--- src/design/etcr_pkg.sv ---
// Shared types and constants for the encoder tick counter and tachometer.
`default_nettype none
package etcr_pkg;

  typedef enum logic [2:0] {
    ACT_MS_TICK     = 3'd0,
    ACT_LEFT_PULSE  = 3'd1,
    ACT_RIGHT_PULSE = 3'd2,
    ACT_SET_DIR     = 3'd3,
    ACT_READ        = 3'd4
  } action_t;

  typedef enum logic [2:0] {
    ST_IDLE,
    ST_DMUL,
    ST_DSAVE,
    ST_NMUL,
    ST_BIG,
    ST_DIV,
    ST_WSAVE,
    ST_DONE
  } state_t;

  localparam int COUNT_WIDTH_DEF     = 32;
  localparam int TIME_WIDTH_DEF      = 32;
  localparam int SPEED_FRAC_BITS_DEF = 4;

  localparam int DIR_W = 8;
  localparam int PPR_W = 10;
  localparam logic [PPR_W-1:0] PPR_RESET = 10'd20;

  localparam int OUT_W  = 32;
  localparam int QUO_W  = OUT_W + 1;
  localparam int STEP_W = $clog2(QUO_W);

  // 60 s/min * 1000 ms/s
  localparam int RPM_SCALE   = 60000;
  localparam int RPM_SCALE_W = 16;

  localparam logic [OUT_W-1:0] SPEED_MAX = {1'b0, {(OUT_W-1){1'b1}}};
  localparam logic [OUT_W-1:0] SPEED_MIN = {1'b1, {(OUT_W-1){1'b0}}};

endpackage
`default_nettype wire

--- src/design/encoder_tick_counter_rpm_unit.sv ---
// Two-wheel encoder tick counter with a shared shift-add / restoring-divide speed unit.
// Tick, pulse and set-direction items are applied in idle; in_ready is high whenever idle.
// A read runs, on one shared adder/subtractor, a 10-step multiply for the divisor,
// then per wheel a KW-step multiply (KW = 16 + SPEED_FRAC_BITS) and a 33-step
// restoring divide.
// Reset (rst, synchronous) clears counts, signs, times and sets pulses_per_rev to 20.
`default_nettype none
module encoder_tick_counter_rpm_unit #(
  parameter int COUNT_WIDTH     = etcr_pkg::COUNT_WIDTH_DEF,
  parameter int TIME_WIDTH      = etcr_pkg::TIME_WIDTH_DEF,
  parameter int SPEED_FRAC_BITS = etcr_pkg::SPEED_FRAC_BITS_DEF
) (
  input  wire                              clk,
  input  wire                              rst,
  input  wire                              in_valid,
  output logic                             in_ready,
  input  wire  [2:0]                       action,
  input  wire  signed [etcr_pkg::DIR_W-1:0] left_dir_cmd,
  input  wire  signed [etcr_pkg::DIR_W-1:0] right_dir_cmd,
  output logic                             out_valid,
  input  wire                              out_ready,
  output logic signed [etcr_pkg::OUT_W-1:0] left_total,
  output logic signed [etcr_pkg::OUT_W-1:0] right_total,
  output logic signed [etcr_pkg::OUT_W-1:0] left_speed,
  output logic signed [etcr_pkg::OUT_W-1:0] right_speed,
  input  wire                              cfg_wr_en,
  input  wire  [etcr_pkg::PPR_W-1:0]       cfg_wr_data
);

  localparam int OUT_W  = etcr_pkg::OUT_W;
  localparam int QUO_W  = etcr_pkg::QUO_W;
  localparam int STEP_W = etcr_pkg::STEP_W;
  localparam int PPR_W  = etcr_pkg::PPR_W;
  localparam int KW     = etcr_pkg::RPM_SCALE_W + SPEED_FRAC_BITS;
  localparam logic [KW-1:0] KVAL = KW'(etcr_pkg::RPM_SCALE) << SPEED_FRAC_BITS;
  localparam int DW     = TIME_WIDTH + PPR_W;
  localparam int NW     = COUNT_WIDTH + KW;
  localparam int XW     = (NW > DW + QUO_W) ? NW : DW + QUO_W;

  etcr_pkg::state_t state, state_next;

  logic [PPR_W-1:0]       ppr;
  logic [COUNT_WIDTH-1:0] left_count, right_count, left_prev, right_prev;
  logic [1:0]             left_sign, right_sign;
  logic [TIME_WIDTH-1:0]  now_ms, prev_ms;
  logic [TIME_WIDTH-1:0]  elapsed;

  // read snapshot
  logic [COUNT_WIDTH-1:0] delta_l, delta_r;
  logic [OUT_W-1:0]       ltot, rtot, lspd, rspd;

  // shared unit and sequencer
  logic [XW-1:0]     acc, opr;
  logic [DW-1:0]     dval;
  logic [KW-1:0]     mplr;
  logic [STEP_W-1:0] cnt;
  logic [QUO_W-1:0]  quo;
  logic              big;
  logic              wheel;
  logic              op_sub;
  logic [XW:0]       sum;
  logic              ge;

  logic [COUNT_WIDTH-1:0] mag_l, mag_r;
  logic                   cur_neg;
  logic [OUT_W-1:0]       spd_sat;
  logic                   accept;

  assign accept  = in_valid && in_ready;
  // wraps within TIME_WIDTH
  assign elapsed = now_ms - prev_ms;
  assign mag_l   = delta_l[COUNT_WIDTH-1] ? -delta_l : delta_l;
  assign mag_r   = delta_r[COUNT_WIDTH-1] ? -delta_r : delta_r;
  assign sum     = op_sub ? ({1'b0, acc} - {1'b0, opr}) : ({1'b0, acc} + {1'b0, opr});
  assign ge      = ~sum[XW];

  always_comb begin
    cur_neg = wheel ? delta_r[COUNT_WIDTH-1] : delta_l[COUNT_WIDTH-1];
    if (dval == '0) begin
      spd_sat = '0;
    end else if (!cur_neg) begin
      spd_sat = (big || quo[QUO_W-1] || quo[OUT_W-1]) ? etcr_pkg::SPEED_MAX
                                                      : quo[OUT_W-1:0];
    end else begin
      // magnitude of exactly 2^31 still fits on the negative side
      spd_sat = (big || quo > (QUO_W'(1) << (OUT_W-1))) ? etcr_pkg::SPEED_MIN
                                                        : -quo[OUT_W-1:0];
    end
  end

  // next state
  always_comb begin
    state_next = state;
    unique case (state)
      etcr_pkg::ST_IDLE:
        if (accept && action == etcr_pkg::ACT_READ) state_next = etcr_pkg::ST_DMUL;
      etcr_pkg::ST_DMUL:
        if (cnt == STEP_W'(PPR_W-1)) state_next = etcr_pkg::ST_DSAVE;
      etcr_pkg::ST_DSAVE: state_next = etcr_pkg::ST_NMUL;
      etcr_pkg::ST_NMUL:
        if (cnt == STEP_W'(KW-1)) state_next = etcr_pkg::ST_BIG;
      etcr_pkg::ST_BIG:   state_next = etcr_pkg::ST_DIV;
      etcr_pkg::ST_DIV:
        if (cnt == STEP_W'(QUO_W-1)) state_next = etcr_pkg::ST_WSAVE;
      etcr_pkg::ST_WSAVE:
        state_next = wheel ? etcr_pkg::ST_DONE : etcr_pkg::ST_NMUL;
      etcr_pkg::ST_DONE:
        if (!out_valid || out_ready) state_next = etcr_pkg::ST_IDLE;
      default: state_next = etcr_pkg::ST_IDLE;
    endcase
  end

  // control outputs
  always_comb begin
    in_ready = 1'b0;
    op_sub   = 1'b0;
    unique case (state)
      etcr_pkg::ST_IDLE: in_ready = 1'b1;
      etcr_pkg::ST_BIG,
      etcr_pkg::ST_DIV:  op_sub = 1'b1;
      default: ;
    endcase
  end

  always_ff @(posedge clk) begin
    if (rst) begin
      state       <= etcr_pkg::ST_IDLE;
      out_valid   <= 1'b0;
      ppr         <= etcr_pkg::PPR_RESET;
      left_count  <= '0;
      right_count <= '0;
      left_prev   <= '0;
      right_prev  <= '0;
      left_sign   <= '0;
      right_sign  <= '0;
      now_ms      <= '0;
      prev_ms     <= '0;
    end else begin
      state <= state_next;
      if (cfg_wr_en) ppr <= cfg_wr_data;
      if (state == etcr_pkg::ST_DONE && (!out_valid || out_ready)) out_valid <= 1'b1;
      else if (out_valid && out_ready)                            out_valid <= 1'b0;

      unique case (state)
        etcr_pkg::ST_IDLE: begin
          if (accept) begin
            case (action)
              etcr_pkg::ACT_MS_TICK: now_ms <= now_ms + TIME_WIDTH'(1);
              etcr_pkg::ACT_LEFT_PULSE:
                left_count <= left_count + COUNT_WIDTH'($signed(left_sign));
              etcr_pkg::ACT_RIGHT_PULSE:
                right_count <= right_count + COUNT_WIDTH'($signed(right_sign));
              etcr_pkg::ACT_SET_DIR: begin
                // -1 -> 2'b11, 0 -> 2'b00, +1 -> 2'b01
                left_sign  <= {left_dir_cmd[etcr_pkg::DIR_W-1], left_dir_cmd != '0};
                right_sign <= {right_dir_cmd[etcr_pkg::DIR_W-1], right_dir_cmd != '0};
              end
              etcr_pkg::ACT_READ: begin
                delta_l    <= left_count - left_prev;
                delta_r    <= right_count - right_prev;
                ltot       <= OUT_W'($signed(left_count));
                rtot       <= OUT_W'($signed(right_count));
                left_prev  <= left_count;
                right_prev <= right_count;
                prev_ms    <= now_ms;
                acc        <= '0;
                opr        <= XW'(elapsed);
                mplr       <= KW'(ppr);
                cnt        <= '0;
                wheel      <= 1'b0;
              end
              default: ;
            endcase
          end
        end
        etcr_pkg::ST_DMUL: begin
          // divisor = elapsed * ppr, LSB-first shift-add
          if (mplr[0]) acc <= sum[XW-1:0];
          opr  <= opr << 1;
          mplr <= mplr >> 1;
          cnt  <= cnt + STEP_W'(1);
        end
        etcr_pkg::ST_DSAVE: begin
          dval <= acc[DW-1:0];
          acc  <= '0;
          opr  <= XW'(mag_l);
          mplr <= KVAL;
          cnt  <= '0;
        end
        etcr_pkg::ST_NMUL: begin
          // numerator = |delta| * scale
          if (mplr[0]) acc <= sum[XW-1:0];
          mplr <= mplr >> 1;
          cnt  <= cnt + STEP_W'(1);
          if (cnt == STEP_W'(KW-1)) opr <= XW'(dval) << QUO_W;
          else                      opr <= opr << 1;
        end
        etcr_pkg::ST_BIG: begin
          // quotient needs more than QUO_W bits: saturates unless the divisor is zero
          big <= ge;
          opr <= opr >> 1;
          cnt <= '0;
          quo <= '0;
        end
        etcr_pkg::ST_DIV: begin
          if (ge) acc <= sum[XW-1:0];
          quo <= {quo[QUO_W-2:0], ge};
          opr <= opr >> 1;
          cnt <= cnt + STEP_W'(1);
        end
        etcr_pkg::ST_WSAVE: begin
          if (!wheel) begin
            lspd  <= spd_sat;
            wheel <= 1'b1;
            acc   <= '0;
            opr   <= XW'(mag_r);
            mplr  <= KVAL;
            cnt   <= '0;
          end else begin
            rspd <= spd_sat;
          end
        end
        etcr_pkg::ST_DONE: begin
          if (!out_valid || out_ready) begin
            left_total  <= ltot;
            right_total <= rtot;
            left_speed  <= lspd;
            right_speed <= rspd;
          end
        end
        default: ;
      endcase
    end
  end

`ifndef SYNTHESIS
  a_count_only_on_pulse: assert property (@(posedge clk) disable iff (rst)
    !$stable(left_count) |->
      $past(in_valid && in_ready && action == etcr_pkg::ACT_LEFT_PULSE))
    else $error("left count changed without a left pulse item");

  a_read_starts_unit: assert property (@(posedge clk) disable iff (rst)
    (in_valid && in_ready && action == etcr_pkg::ACT_READ) |=>
      (state == etcr_pkg::ST_DMUL))
    else $error("accepted read did not start the speed unit");

  a_speed_sign: assert property (@(posedge clk) disable iff (rst)
    (state == etcr_pkg::ST_WSAVE && !wheel && !delta_l[COUNT_WIDTH-1]) |=>
      !lspd[OUT_W-1])
    else $error("negative left speed for non-negative tick delta");
`endif

endmodule
`default_nettype wire

--- config.mk ---
export PLATFORM = sky130hd
export DESIGN_NAME = encoder_tick_counter_rpm_unit
export DESIGN_NICKNAME = d
export VERILOG_FILES = /design/src/design/etcr_pkg.sv /design/src/design/encoder_tick_counter_rpm_unit.sv
export SDC_FILE = /design/constraint.sdc
export NUM_CORES = 2
export LEC_CHECK = 0
export ABC_AREA = 1
export BUFFER_PORTS_ARGS = -buffer_cell sky130_fd_sc_hd__buf_2
export CAP_MARGIN = 0
export CORE_MARGIN = 2
export CORE_UTILIZATION = 55
export CTS_CLUSTER_SIZE = 14
export DETAILED_ROUTE_END_ITERATION = 7
export PLACE_DENSITY = 0.72
export SLEW_MARGIN = 20
export SYNTH_ARGS = -nofsm -noshare
export SYNTH_HDL_FRONTEND = slang
export SYNTH_SLANG_ARGS = --single-unit
--- constraint.sdc ---
create_clock -name clk -period 13.3 [get_ports clk]
set_input_delay 0.665 -clock clk [delete_from_list [all_inputs] [get_ports clk]]
set_output_delay 0.665 -clock clk [all_outputs]
set_load 0.02 [all_outputs]
==> results.md <==
* Vias at 45634
* Average size of a mapped cell at about 7.5 µm²
* DRC at 0
* Run status: complete, no violations
* Antenna Cells at 0
* CP endpoint kind: flop
* RD Place Congestion at 1.03
* Rel. slew slack at 27.6%
* Synth Area in Compound Gates at 13.3%
* Adder-Cell Fraction of Synth Area at 6.17%
* Reg2reg setup slack at 6.77 ns
* Main combinational cell family by area after synthesis: simple AND/OR/NAND/NOR gates
* Post-route ant nets at 0
* Power density over the cells at 205 mW/mm²
* Sequential cell area at 0.0214 mm²
* P&R area growth vs syn at 9.70%
* #FFs+latches synth at 783
* Async S/R FF share, synth at 0%
* Tightest Pin Transition at 1.08 ns
* Die Ht at 306 µm
* Crit path max fanout at 40
* Worst-case clock buffer depth at 3
* Post-synth EDFFs at 573
* Leak at 0.0243 µW
* Crit Path Category: reg -> reg
* Via density at ~5.7
* Cells after Synth at 6659
* Worst Path Arrival at ~6.9 ns
* Buf/Inv on CP at 5
* Max incr delay on CP at ~0.66 ns
* Post-Synth XOR/XNOR Area at 3.32%
* Post-Synth Simple-Gate Area at 26.1%
* # H-tree levels at 3
* Area occupied by multi-input gates at 0.0246 mm²
* First-pass GRT wire length at 243000 µm
* Core area at around 0.090 mm²
* Final WL at roughly 160000 µm
* Final HPWL DP at 126000 µm
* Maximum vdd ir drop at roughly 0.00012 V
* Most common cell after layout, fill and taps aside: nand2_1
* WP depth at 22
* Postcts setup bufs at 0
* Mux cell area share after synthesis at 0%
* Per-cell routed wire length at 20.0 µm
* Post-CTS Resized at 0
* Hold slack at 0.195 ns
* Hold Path Depth at 3
* Share of layout cells above drive strength 1 at 6.31%
* Non-filler cells, final at 8051
* Final period utilization at between 40% and 50%
* IO Count at 164
* Setup TNS at 0 ns
* Critical path's most frequent cell: nand2_1
* Hold Startpoint: cfg_wr_data[4]
* Critical Path Start Type: flop
* Family with the most delay on the worst path: simple AND/OR/NAND/NOR gates
* CTS tree: yes
* DR pass1 iterations at 6
* Maxcap violations at 0
* RSZ-0062 raised after global routing: no
* Aggregate global routing overflow at 0
* CP Cell Sequence: inv_1, ha_1, inv_1, nor2_1, nand2_1, nor3_1, nand4_1, xor2_1, nand2_1, o21ai_0, ha_1, nand2_1, nor2_1, inv_1, nor2_1, nand2_1, nor2_1, nand4_1, nand4_1, nand2_1, inv_2, buf_4
* Layout fillers at 8357
* Ranking of synthesized cells by area: edfxtp_1, nand2_1, dfxtp_1
* RR Startpoint: opr[0]
* Full die area at 0.0937 mm²
* Seq/Total Area, Yosys at 42.7%
* Synth warnings at 0
* Hold Path End: ppr[4]
* Initial core utilization at 55.6%
* Top cell type's share of synthesized area at 34.3%
* Synth Cell Area at 0.0502 mm²
* Most frequent cells in the layout: nand2_1, inv_1, nor2_1, edfxtp_1, a21oi_1
* GRT Overall Usage at 33.7%
* Clock Pin Slew Worst Setup and Hold Paths at roughly 0.060 ns
* Setup Skew at 0.0221 ns
* Worst min path class: in -> reg
* Largest net degree at the start of global routing at about 130
* Achievable Freq at 0.153 GHz
* Clk sinks at ~780
* Count of final setup violators at 0
* TritonCTS buffer count at 85
* Initial antenna violation count at 4
* Syn nets at 6937
* Placed cells at 7895
* CP startpoint: opr[0]
* Number of port buffers at around 160
* Tmin final at 6.53 ns
* Root Driver: clkbuf_16
* Final Max Tran Viols at 0
* Fin. Hold Viols at 0
* Post-synth top area cell: edfxtp_1
* Row count at 110
* FF-to-FF End: acc[66]
* Die width at 306 µm
* Final nets at 7084
* Worst EP required at roughly 14 ns
* Primary FF master, synth: edfxtp_1
* CP max stage cell: inv_2
* Hold_buf cts at 0
* Clk_lat worst skew at ~0.7 ns
* Library cells used by synthesis at 63
* DR iter-0 viols at 4271
* Vias in the first global route at 42035
* Cells on worst reg2reg path at 22
[worst reg2reg max path, cell delays in order, from the launching register on]
cell and delay, ns:
edfxtp_1 0.48, inv_1 0.18, ha_1 0.28, inv_1 0.11, nor2_1 0.50, nand2_1 0.15, nor3_1 0.56, nand4_1 0.30
xor2_1 0.22, nand2_1 0.07, o21ai_0 0.24, ha_1 0.43, nand2_1 0.10, nor2_1 0.14, inv_1 0.07, nor2_1 0.17
nand2_1 0.11, nor2_1 0.29, nand4_1 0.21, nand4_1 0.15, nand2_1 0.07, inv_2 0.66, buf_4 0.63
[cell families (layout without fill, tap and decap cells)]
kind of cell | Yosys count | count (layout)
buffers and inverters | 1114 | 1330
AOI/OAI and AO/OA | 1178 | 1178
DFF | 783 | 783
and+or+nand+nor | 3150 | 3150
adders and majority gates | 244 | 244
xor gates and xnor gates | 190 | 190
[power breakdown]
group,internal (µW),switching [µW]
combinational,1530,3930
sequential,3160,260
clock,1360,1050
total,6050,5230
[cells in the mapped netlist (6+ instances only)]
library cell,count
o22ai_1,14
o21a_1,17
o221ai_1,45
xnor2_1,28
a22o_1,9
or2_2,14
nand3_1,368
nor3_1,96
nand4_1,112
a21boi_0,16
edfxtp_1,573
o21bai_1,44
inv_1,960
nand3b_1,17
a22oi_1,25
nand2_2,8
nand2_1,1558
nor2_4,7
a21oi_1,505
nor2_1,903
o211ai_1,22
o21ai_1,16
a21oi_2,13
xor2_1,162
dfxtp_1,210
buf_1,20
fa_1,6
nor2_2,17
a21o_1,25
a31oi_1,16
ha_1,238
inv_2,19
nor4_1,19
clkbuf_1,68
o21ai_0,389
nand3_2,6
buf_2,36
[flip-flops by register name, indices dropped and copies added (netlist names), 33 cells and up]
name / flops
acc: 75
dval: 42
opr: 75
quo: 33
[per-layer routing]
metal	share of wire, %	global-route usage, %	up-vias
li1	-	-	22441
met1	43	45.6	21143
met2	46	54.8	1761
met3	7.2	4.71	287
met4	3.9	13.1	2
met5	0.0087	0	-
[cell type report]
type / count / area share (%)
Sequential cell: 783 / 38.9
Timing Repair Buffer: 190 / 1.88
Clock inverter: 57 / 1.18
Clock buffer: 99 / 3.98
Inverter: 984 / 6.71
Tap cell: 1176 / 2.67
Multi-Input combinational cell: 4762 / 44.7
[worst max-delay path by stage]
| stage | endpoint | slack [ns] |
|---|---|---|
| after CTS | acc[54] | 6.95 |
| after floorplan | left_speed[0] | 2.80 |
| after detailed placement | acc[64] | 6.94 |
| final | acc[66] | 6.77 |
| after global placement | acc[61] | 7.02 |
| after global routing | acc[66] | 6.68 |
[through the flow]
step / total power, µW / setup WS, ns / util [%] / area [µm²]
final: 11300 / 6.77 / 61.0 / 55100
after CTS: 11200 / 6.95 / 61.0 / 55000
after global routing: 12000 / 6.68 / 61.0 / 55100
after global placement: 8710 / 7.02 / 57.8 / 52200
after detailed placement: 8750 / 6.94 / 57.8 / 52200
after floorplan: 7030 / 2.80 / - / 50200
(Power assumes the default switching activity.)
